$ cat src/sv/scalar_kalman_filter_assert.svh
// Assertion macros for the scalar Kalman filter.
`ifndef SCALAR_KALMAN_FILTER_ASSERT_SVH
`define SCALAR_KALMAN_FILTER_ASSERT_SVH

// same-cycle implication, disabled during reset
`define SKA_ASSERT_NOW(lbl, ante, cons, msg) \
	lbl: assert property (@(posedge clk) disable iff (!arst_n) (ante) |-> (cons)) \
		else $error(msg);

// next-cycle implication, disabled during reset
`define SKA_ASSERT_NEXT(lbl, ante, cons, msg) \
	lbl: assert property (@(posedge clk) disable iff (!arst_n) (ante) |=> (cons)) \
		else $error(msg);

`endif

$ cat src/sv/ska_pkg.sv
// Shared types and constants for the scalar Kalman filter.
`timescale 1ns / 1ps
package ska_pkg;

	localparam int unsigned DATA_W    = 32;
	localparam int unsigned CFG_IDX_W = 1;

	typedef enum logic [CFG_IDX_W-1:0] {
		REG_PROCESS_NOISE = 1'b0,
		REG_MEASURE_NOISE = 1'b1
	} ska_reg_t;

	localparam logic [DATA_W-1:0] PROCESS_NOISE_RST = 32'd66;
	localparam logic [DATA_W-1:0] MEASURE_NOISE_RST = 32'd65536;

	typedef enum logic [2:0] {
		ST_IDLE,
		ST_PREP,
		ST_RUN,
		ST_CALC,
		ST_OUT
	} ska_state_t;

	typedef struct packed {
		logic load;
		logic step;
		logic first;
	} ska_ctrl_t;

endpackage

$ cat src/sv/ska_div.sv
// Bit-serial restoring divider giving the gain one quotient bit per cycle, MSB first.
`timescale 1ns / 1ps
module ska_div
	import ska_pkg::*;
(
	input  logic              clk,
	input  logic              arst_n,
	input  ska_ctrl_t         ctrl,
	input  logic [DATA_W-1:0] pred,
	input  logic [DATA_W-1:0] mnoise,
	output logic              q_s1,
	output logic              q_vld_s1
);

	logic [DATA_W+1:0] rem_q;
	logic [DATA_W:0]   div_q;
	logic              zero_q;
	logic [DATA_W+1:0] trial;
	logic              ge;

	always_comb begin
		trial = ctrl.first ? rem_q : {rem_q[DATA_W:0], 1'b0};
		ge    = trial >= {1'b0, div_q};
	end

	always_ff @(posedge clk) begin
		if (ctrl.load) begin
			rem_q  <= {2'b00, pred};
			div_q  <= {1'b0, pred} + {1'b0, mnoise};
			zero_q <= (pred == '0) && (mnoise == '0);
		end else if (ctrl.step) begin
			rem_q <= ge ? (trial - {1'b0, div_q}) : trial;
		end
		q_s1 <= ge && !zero_q;
	end

	always_ff @(posedge clk or negedge arst_n) begin
		if (!arst_n) begin
			q_vld_s1 <= 1'b0;
		end else begin
			q_vld_s1 <= ctrl.step;
		end
	end

endmodule

$ cat src/sv/ska_mac.sv
// Serial MSB-first multipliers: gain * delta and gain * predicted variance.
`timescale 1ns / 1ps
module ska_mac
	import ska_pkg::*;
#(
	parameter int unsigned FRAC_BITS = 16
) (
	input  logic                         clk,
	input  ska_ctrl_t                    ctrl,
	input  logic                         q_bit,
	input  logic signed [DATA_W:0]       delta,
	input  logic        [DATA_W-1:0]     pred,
	output logic signed [FRAC_BITS+33:0] acc_d,
	output logic        [FRAC_BITS+32:0] acc_v
);

	localparam int unsigned PD_W = FRAC_BITS + 34;
	localparam int unsigned PV_W = FRAC_BITS + 33;

	logic signed [DATA_W:0]   delta_q;
	logic        [DATA_W-1:0] pred_q;
	logic signed [PD_W-1:0]   acc_d_q;
	logic        [PV_W-1:0]   acc_v_q;
	logic signed [PD_W-1:0]   add_d;
	logic        [PV_W-1:0]   add_v;

	always_comb begin
		add_d = q_bit ? {{(PD_W-DATA_W-1){delta_q[DATA_W]}}, delta_q} : '0;
		add_v = q_bit ? {{(PV_W-DATA_W){1'b0}}, pred_q} : '0;
	end

	always_ff @(posedge clk) begin
		if (ctrl.load) begin
			delta_q <= delta;
			pred_q  <= pred;
			acc_d_q <= '0;
			acc_v_q <= '0;
		end else if (ctrl.step) begin
			acc_d_q <= {acc_d_q[PD_W-2:0], 1'b0} + add_d;
			acc_v_q <= {acc_v_q[PV_W-2:0], 1'b0} + add_v;
		end
	end

	assign acc_d = acc_d_q;
	assign acc_v = acc_v_q;

endmodule

$ cat src/sv/scalar_kalman_filter.sv
// Top level of the one-dimensional Kalman filter with a bit-serial gain datapath.
// Gain bits come from the bit-serial divider, one gain bit per cycle, and feed the serial multipliers.
// Input is taken again once the result sits in the output register.
// Reset clears estimate, variance and control; noise registers return to 66 and 65536.
`timescale 1ns / 1ps
`include "scalar_kalman_filter_assert.svh"
module scalar_kalman_filter
	import ska_pkg::*;
#(
	parameter int unsigned FRAC_BITS = 16
) (
	input  logic                     clk,
	input  logic                     arst_n,
	input  logic                     s_tvalid,
	output logic                     s_tready,
	input  logic signed [DATA_W-1:0] s_tdata,   // [31:0] measurement
	output logic                     m_tvalid,
	input  logic                     m_tready,
	output logic signed [DATA_W-1:0] m_tdata,   // [31:0] estimate
	input  logic                     cfg_wen,
	input  logic [CFG_IDX_W-1:0]     cfg_index,
	input  logic [DATA_W-1:0]        cfg_wdata
);

	localparam int unsigned PD_W  = FRAC_BITS + 34;
	localparam int unsigned PV_W  = FRAC_BITS + 33;
	localparam int unsigned CNT_W = $clog2(FRAC_BITS + 3);
	localparam logic [CNT_W-1:0] LAST_DIV = CNT_W'(FRAC_BITS);
	localparam logic [CNT_W-1:0] LAST_RUN = CNT_W'(FRAC_BITS + 1);
	localparam logic [PV_W-1:0]  ROUND_UP = PV_W'((64'd1 << FRAC_BITS) - 64'd1);

	ska_state_t state_q, state_nxt;
	logic [CNT_W-1:0] cnt_q;

	logic [DATA_W-1:0]        pn_q, mn_q;
	logic signed [DATA_W-1:0] est_q;
	logic [DATA_W-1:0]        var_q;
	logic signed [DATA_W-1:0] meas_q;
	logic [DATA_W-1:0]        pred_q;
	logic [DATA_W:0]          vpart_q;
	logic signed [DATA_W-1:0] out_q;
	logic                     m_tvalid_q;

	ska_ctrl_t div_ctrl, mac_ctrl;
	logic q_s1, q_vld_s1;
	logic signed [PD_W-1:0] acc_d;
	logic        [PV_W-1:0] acc_v;

	logic [DATA_W:0]          pred_sum;
	logic [DATA_W-1:0]        pred_sat;
	logic signed [DATA_W:0]   delta;
	logic signed [PD_W-1:0]   scaled;
	logic signed [DATA_W+2:0] upd;
	logic signed [DATA_W-1:0] upd_sat;
	logic [PV_W-1:0]          vsum;
	logic                     in_acc, out_free;

	always_comb begin
		pred_sum = {1'b0, var_q} + {1'b0, pn_q};
		pred_sat = pred_sum[DATA_W] ? '1 : pred_sum[DATA_W-1:0];
		delta    = {meas_q[DATA_W-1], meas_q} - {est_q[DATA_W-1], est_q};
		scaled   = acc_d >>> FRAC_BITS;
		upd      = {{3{est_q[DATA_W-1]}}, est_q} + scaled[DATA_W+2:0];
		if (upd[DATA_W+2:DATA_W-1] == '0 || upd[DATA_W+2:DATA_W-1] == '1) begin
			upd_sat = upd[DATA_W-1:0];
		end else if (upd[DATA_W+2]) begin
			upd_sat = {1'b1, {(DATA_W-1){1'b0}}};
		end else begin
			upd_sat = {1'b0, {(DATA_W-1){1'b1}}};
		end
		vsum     = acc_v + ROUND_UP;
		in_acc   = s_tvalid && s_tready;
		out_free = !m_tvalid_q || m_tready;
	end

	// next state
	always_comb begin
		state_nxt = state_q;
		unique case (state_q)
			ST_IDLE: if (s_tvalid) state_nxt = ST_PREP;
			ST_PREP: state_nxt = ST_RUN;
			ST_RUN:  if (cnt_q == LAST_RUN) state_nxt = ST_CALC;
			ST_CALC: state_nxt = ST_OUT;
			ST_OUT:  if (out_free) state_nxt = ST_IDLE;
			default: state_nxt = ST_IDLE;
		endcase
	end

	// outputs
	always_comb begin
		s_tready = 1'b0;
		div_ctrl = '0;
		mac_ctrl = '0;
		unique case (state_q)
			ST_IDLE: s_tready = 1'b1;
			ST_PREP: begin
				div_ctrl.load = 1'b1;
				mac_ctrl.load = 1'b1;
			end
			ST_RUN: begin
				div_ctrl.step  = cnt_q <= LAST_DIV;
				div_ctrl.first = cnt_q == '0;
				mac_ctrl.step  = q_vld_s1;
			end
			ST_CALC, ST_OUT: ;
			default: ;
		endcase
	end

	ska_div u_div (
		.clk      (clk),
		.arst_n   (arst_n),
		.ctrl     (div_ctrl),
		.pred     (pred_q),
		.mnoise   (mn_q),
		.q_s1     (q_s1),
		.q_vld_s1 (q_vld_s1)
	);

	ska_mac #(.FRAC_BITS(FRAC_BITS)) u_mac (
		.clk   (clk),
		.ctrl  (mac_ctrl),
		.q_bit (q_s1),
		.delta (delta),
		.pred  (pred_q),
		.acc_d (acc_d),
		.acc_v (acc_v)
	);

	always_ff @(posedge clk or negedge arst_n) begin
		if (!arst_n) begin
			state_q    <= ST_IDLE;
			cnt_q      <= '0;
			pn_q       <= PROCESS_NOISE_RST;
			mn_q       <= MEASURE_NOISE_RST;
			est_q      <= '0;
			var_q      <= '0;
			m_tvalid_q <= 1'b0;
		end else begin
			state_q <= state_nxt;
			cnt_q   <= (state_q == ST_RUN) ? cnt_q + 1'b1 : '0;
			if (cfg_wen) begin
				unique case (ska_reg_t'(cfg_index))
					REG_PROCESS_NOISE: pn_q <= cfg_wdata;
					REG_MEASURE_NOISE: mn_q <= cfg_wdata;
					default: ;
				endcase
			end
			if (state_q == ST_CALC) begin
				est_q <= upd_sat;
			end
			if (state_q == ST_OUT && out_free) begin
				var_q      <= pred_q - vpart_q[DATA_W-1:0];
				m_tvalid_q <= 1'b1;
			end else if (m_tready) begin
				m_tvalid_q <= 1'b0;
			end
		end
	end

	always_ff @(posedge clk) begin
		if (in_acc) begin
			meas_q <= s_tdata;
			pred_q <= pred_sat;
		end
		if (state_q == ST_CALC) begin
			vpart_q <= vsum[FRAC_BITS +: DATA_W+1];
		end
		if (state_q == ST_OUT && out_free) begin
			out_q <= est_q;
		end
	end

	assign m_tvalid = m_tvalid_q;
	assign m_tdata  = out_q;

	`SKA_ASSERT_NEXT(a_accept_prep, in_acc, state_q == ST_PREP, "accept did not start prep")
	`SKA_ASSERT_NEXT(a_out_load, state_q == ST_OUT && out_free,
		m_tvalid && m_tdata == $past(est_q), "result not loaded into output register")
	`SKA_ASSERT_NOW(a_var_bound, state_q == ST_OUT, vpart_q <= {1'b0, pred_q},
		"variance reduction exceeds prediction")
	`SKA_ASSERT_NOW(a_mac_in_run, q_vld_s1, state_q == ST_RUN, "gain bit outside run")

endmodule

$ cat config.mk
export PLATFORM = sky130hd
export DESIGN_NAME = scalar_kalman_filter
export DESIGN_NICKNAME = d
export VERILOG_FILES = /design/src/sv/ska_pkg.sv /design/src/sv/ska_div.sv /design/src/sv/ska_mac.sv /design/src/sv/scalar_kalman_filter.sv
export VERILOG_INCLUDE_DIRS = /design/src /design/src/sv
export SDC_FILE = /design/constraint.sdc
export NUM_CORES = 1
export LEC_CHECK = 0
export ABC_CLOCK_PERIOD_IN_PS = 9800
export BUFFER_PORTS_ARGS = -buffer_cell sky130_fd_sc_hd__buf_2
export CORE_ASPECT_RATIO = 0.7
export CORE_MARGIN = 2
export CORE_UTILIZATION = 55
export CTS_CLUSTER_DIAMETER = 200
export DETAILED_ROUTE_END_ITERATION = 8
export PLACE_DENSITY = 0.78
export SLEW_MARGIN = 15
export SYNTH_ARGS = -nofsm -noshare
export SYNTH_HDL_FRONTEND = slang
export SYNTH_SLANG_ARGS = --single-unit
$ cat constraint.sdc
create_clock -name clk -period 9.8 [get_ports clk]
set_clock_uncertainty 0.1 [all_clocks]
set_input_delay 0.98 -clock clk [delete_from_list [all_inputs] [get_ports clk]]
set_output_delay 0.98 -clock clk [all_outputs]
set_load 0.01 [all_outputs]
==> results.cfg <==
[grt]
grt_usage = 0.2743
first_global_vias = 24570
antenna_found_initial = 0
grt_pass1_wl_um = 136000
grt_max_degree = 81
overflow = 0

[power]
p_leak_nw = 15.69
power_mw = 13.95
ir_drop_mv = 0.2442
powerDensity_nw_per_um2 = 387.2

[worst_setup_path]
worstPathArrival_ns = 6.22
end_kind = flop
crit_slowest_cell = o221a_2
path_max_fanout = 35
crit_top_cell = a21oi_1
max_stage_delay_ns = 0.86
cp_data_required_time_ns = 10.05
critical_path_class = reg -> reg
path_cells = nor2_1 > nand2_1 > or3_1 > buf_4 > mux2i_1 > fa_1 > nor2b_1 > o31a_1 > o32ai_2 > o211ai_1 > a21oi_1 > o21bai_1 > a31oi_1 > o221a_2 > a21oi_1 > a22o_1
worst_setup_path_start_kind = flop

[route]
drt.antenna.violating_nets = 0
vias_per_cell = 6.020
drt-initial-drc-count = 3079
first_pass_iters = 6
wl_per_cell_um = 19.19
drc = 0
drt-total-wl_um = 85810
vias = 26920

[logic_synthesis]
syn_area_um2 = 32960
synth_flop_cell = edfxtp_1
yosys_warnings = 0
async_flop_share = 0.2771
yosysMostFrequentCell = nand2_1
synthTopCellsByArea = edfxtp_1 (24%), ha_1 (10%), dfrtp_1 (10%)
yosysTopAreaCell = edfxtp_1
synth_common_cells = nand2_1 (430), a21oi_1 (356), ha_1 (276)
yosys.area.top_type_share = 0.2360
avgSynthCellArea_um2 = 9.257
ys_ff_latch = 498
synth_cell_types = 88
yosysSeqAreaShare = 0.4022
synthCells = 3560
synth-edff-count = 259
syn_nets = 3914

[layout]
nets = 3974
stdcell_count = 4471
final.fill_count = 4991
area_growth_pct = 9.290
drive_above_1_share = 0.08984
fin_area_um2 = 36020

[timing]
final_max_slew_viol_count = 0
slew_headroom = 0.2641
hold_viol_final = 0
max_freq_mhz = 167.7
post-route-period-util = 0.6086
fin_crit_ns = 5.964
finalSetupViolations = 0
tns_ns = 0
tightest_slew_ns = 1.100
layout_setup_ws_ns = 3.836
rsz0062_at_grt = false

[floorplanning]
rows = 75
io_pins = 104
start_util = 0.5531
die_h_um = 208.8
core_um2 = 59590
die_w_um = 296.6
dieArea_um2 = 61930

[placement]
post-place-ws_ns = 4.025
dp.cells = 4376
placed_cell_area_um2 = 34250
dp_hpwl_um = 62630
place_congestion = 0.9701
portBuffers = 103

[min_path]
hp-class = in -> async

[clock_network]
clkTransAtPathRegs_ns = 0.06
cts.repair.resized = 0
holdBufCountCts = 0
clock-root-buffer = clkbuf_16
cts_made_buffers = 50
cts_sinks = 498
cts_tree = yes
cts_max_level = 2
clock_path_buffers = 3
cts_setup_buffers = 0
clk-insertion-delay-late_ns = 0.61

[run_status]
status = complete, no violations

[run]
max-cap-violations = 0
## layout make-up
| cell class | count | area (um2) | area share |
|---|---|---|---|
| clock inverters | 32 | 394.1 | 0.01094 |
| repair buffers | 125 | 686.9 | 0.01907 |
| inverters | 190 | 718.2 | 0.01994 |
| flip-flops and latches | 498 | 13260 | 0.3680 |
| well taps | 808 | 1011 | 0.02807 |
| clock buffers | 62 | 1369 | 0.03800 |
| multi-input cells | 2755 | 18580 | 0.5159 |
| diodes | 1 | 2.502 | 0.00006948 |
## placed cells by master, fill, tap and decap left out, types with 78 or more instances in the layout
master / count
a21o_1: 154
a21oi_1: 356
and2_1: 78
buf_2: 102
dfrtp_1: 135
dfxtp_1: 101
edfxtp_1: 259
ha_1: 276
inv_1: 188
nand2_1: 430
nor2_1: 221
o21ai_0: 186
xnor2_1: 162
xor2_1: 101
## through the flow
stage | util | hold slack, ns
floorplan | - | 0.2851
global placement | 0.5747 | 0.3460
detailed placement | 0.5747 | 0.3506
CTS | 0.6043 | 0.3284
global route | 0.6044 | 0.3641
finish | 0.6045 | 0.3107
## cell families (layout without fill, tap and decap cells)
kind of cell | Yosys count | after routing | synth area share
xor+xnor | 263 | 263 | 0.06989
flops | 498 | 498 | 0.4022
mux | 73 | 73 | 0.02464
other cells | 0 | 1 | 0
compound gates | 1034 | 1034 | 0.2011
buf+inv | 307 | 409 | 0.03592
fa+ha+maj | 284 | 284 | 0.1096
simple gates | 1101 | 1101 | 0.1566
## layer usage
layer | vias up | share of wire | track usage
met4 | 0 | 0.021 | 0.06792
met2 | 959 | 0.41 | 0.3836
li1 | 13000 | - | -
met5 | - | 0 | 0
met1 | 12820 | 0.49 | 0.4393
met3 | 130 | 0.080 | 0.04042
## worst paths after layout
path / startpoint / to / slack (ns) / cells after the start
max in group asynchronous: arst_n / cnt_q[4] / 7.93 / 2
min: arst_n / pn_q[25] / 0.31 / 1
max reg2reg: state_q[0] / u_div.rem_q[1] / 3.84 / 16
min reg2reg: u_mac.acc_d[15] / u_mac.acc_d[15] / 0.36 / 2
min in group clk: u_mac.acc_d[15] / u_mac.acc_d[15] / 0.36 / 2
max: state_q[0] / u_div.rem_q[1] / 3.84 / 16
## worst max-delay path: cells and delay by family, from the launching register on
kind            cells  cell delay (ns)
compound gates      9             3.15
simple gates        4             1.09
mux                 1             0.37
fa+ha+maj           1             0.27
flops               1             0.44
buf+inv             1             0.27
## registers in the layout (all words and copies together), names as in the netlist, 33 cells and up
name,count
u_mac.acc_d,50
u_div.rem_q,34
u_mac.delta_q,33
u_div.div_q,33
u_mac.acc_v,48
## where the power goes
group	leakage (nW)	switching (mW)	internal [mW]
registers	4.87	0.706	3.29
logic	9.96	4.75	3.13
clock network	0.859	0.864	1.21
No activity file was read; power rests on OpenSTA's default activity.
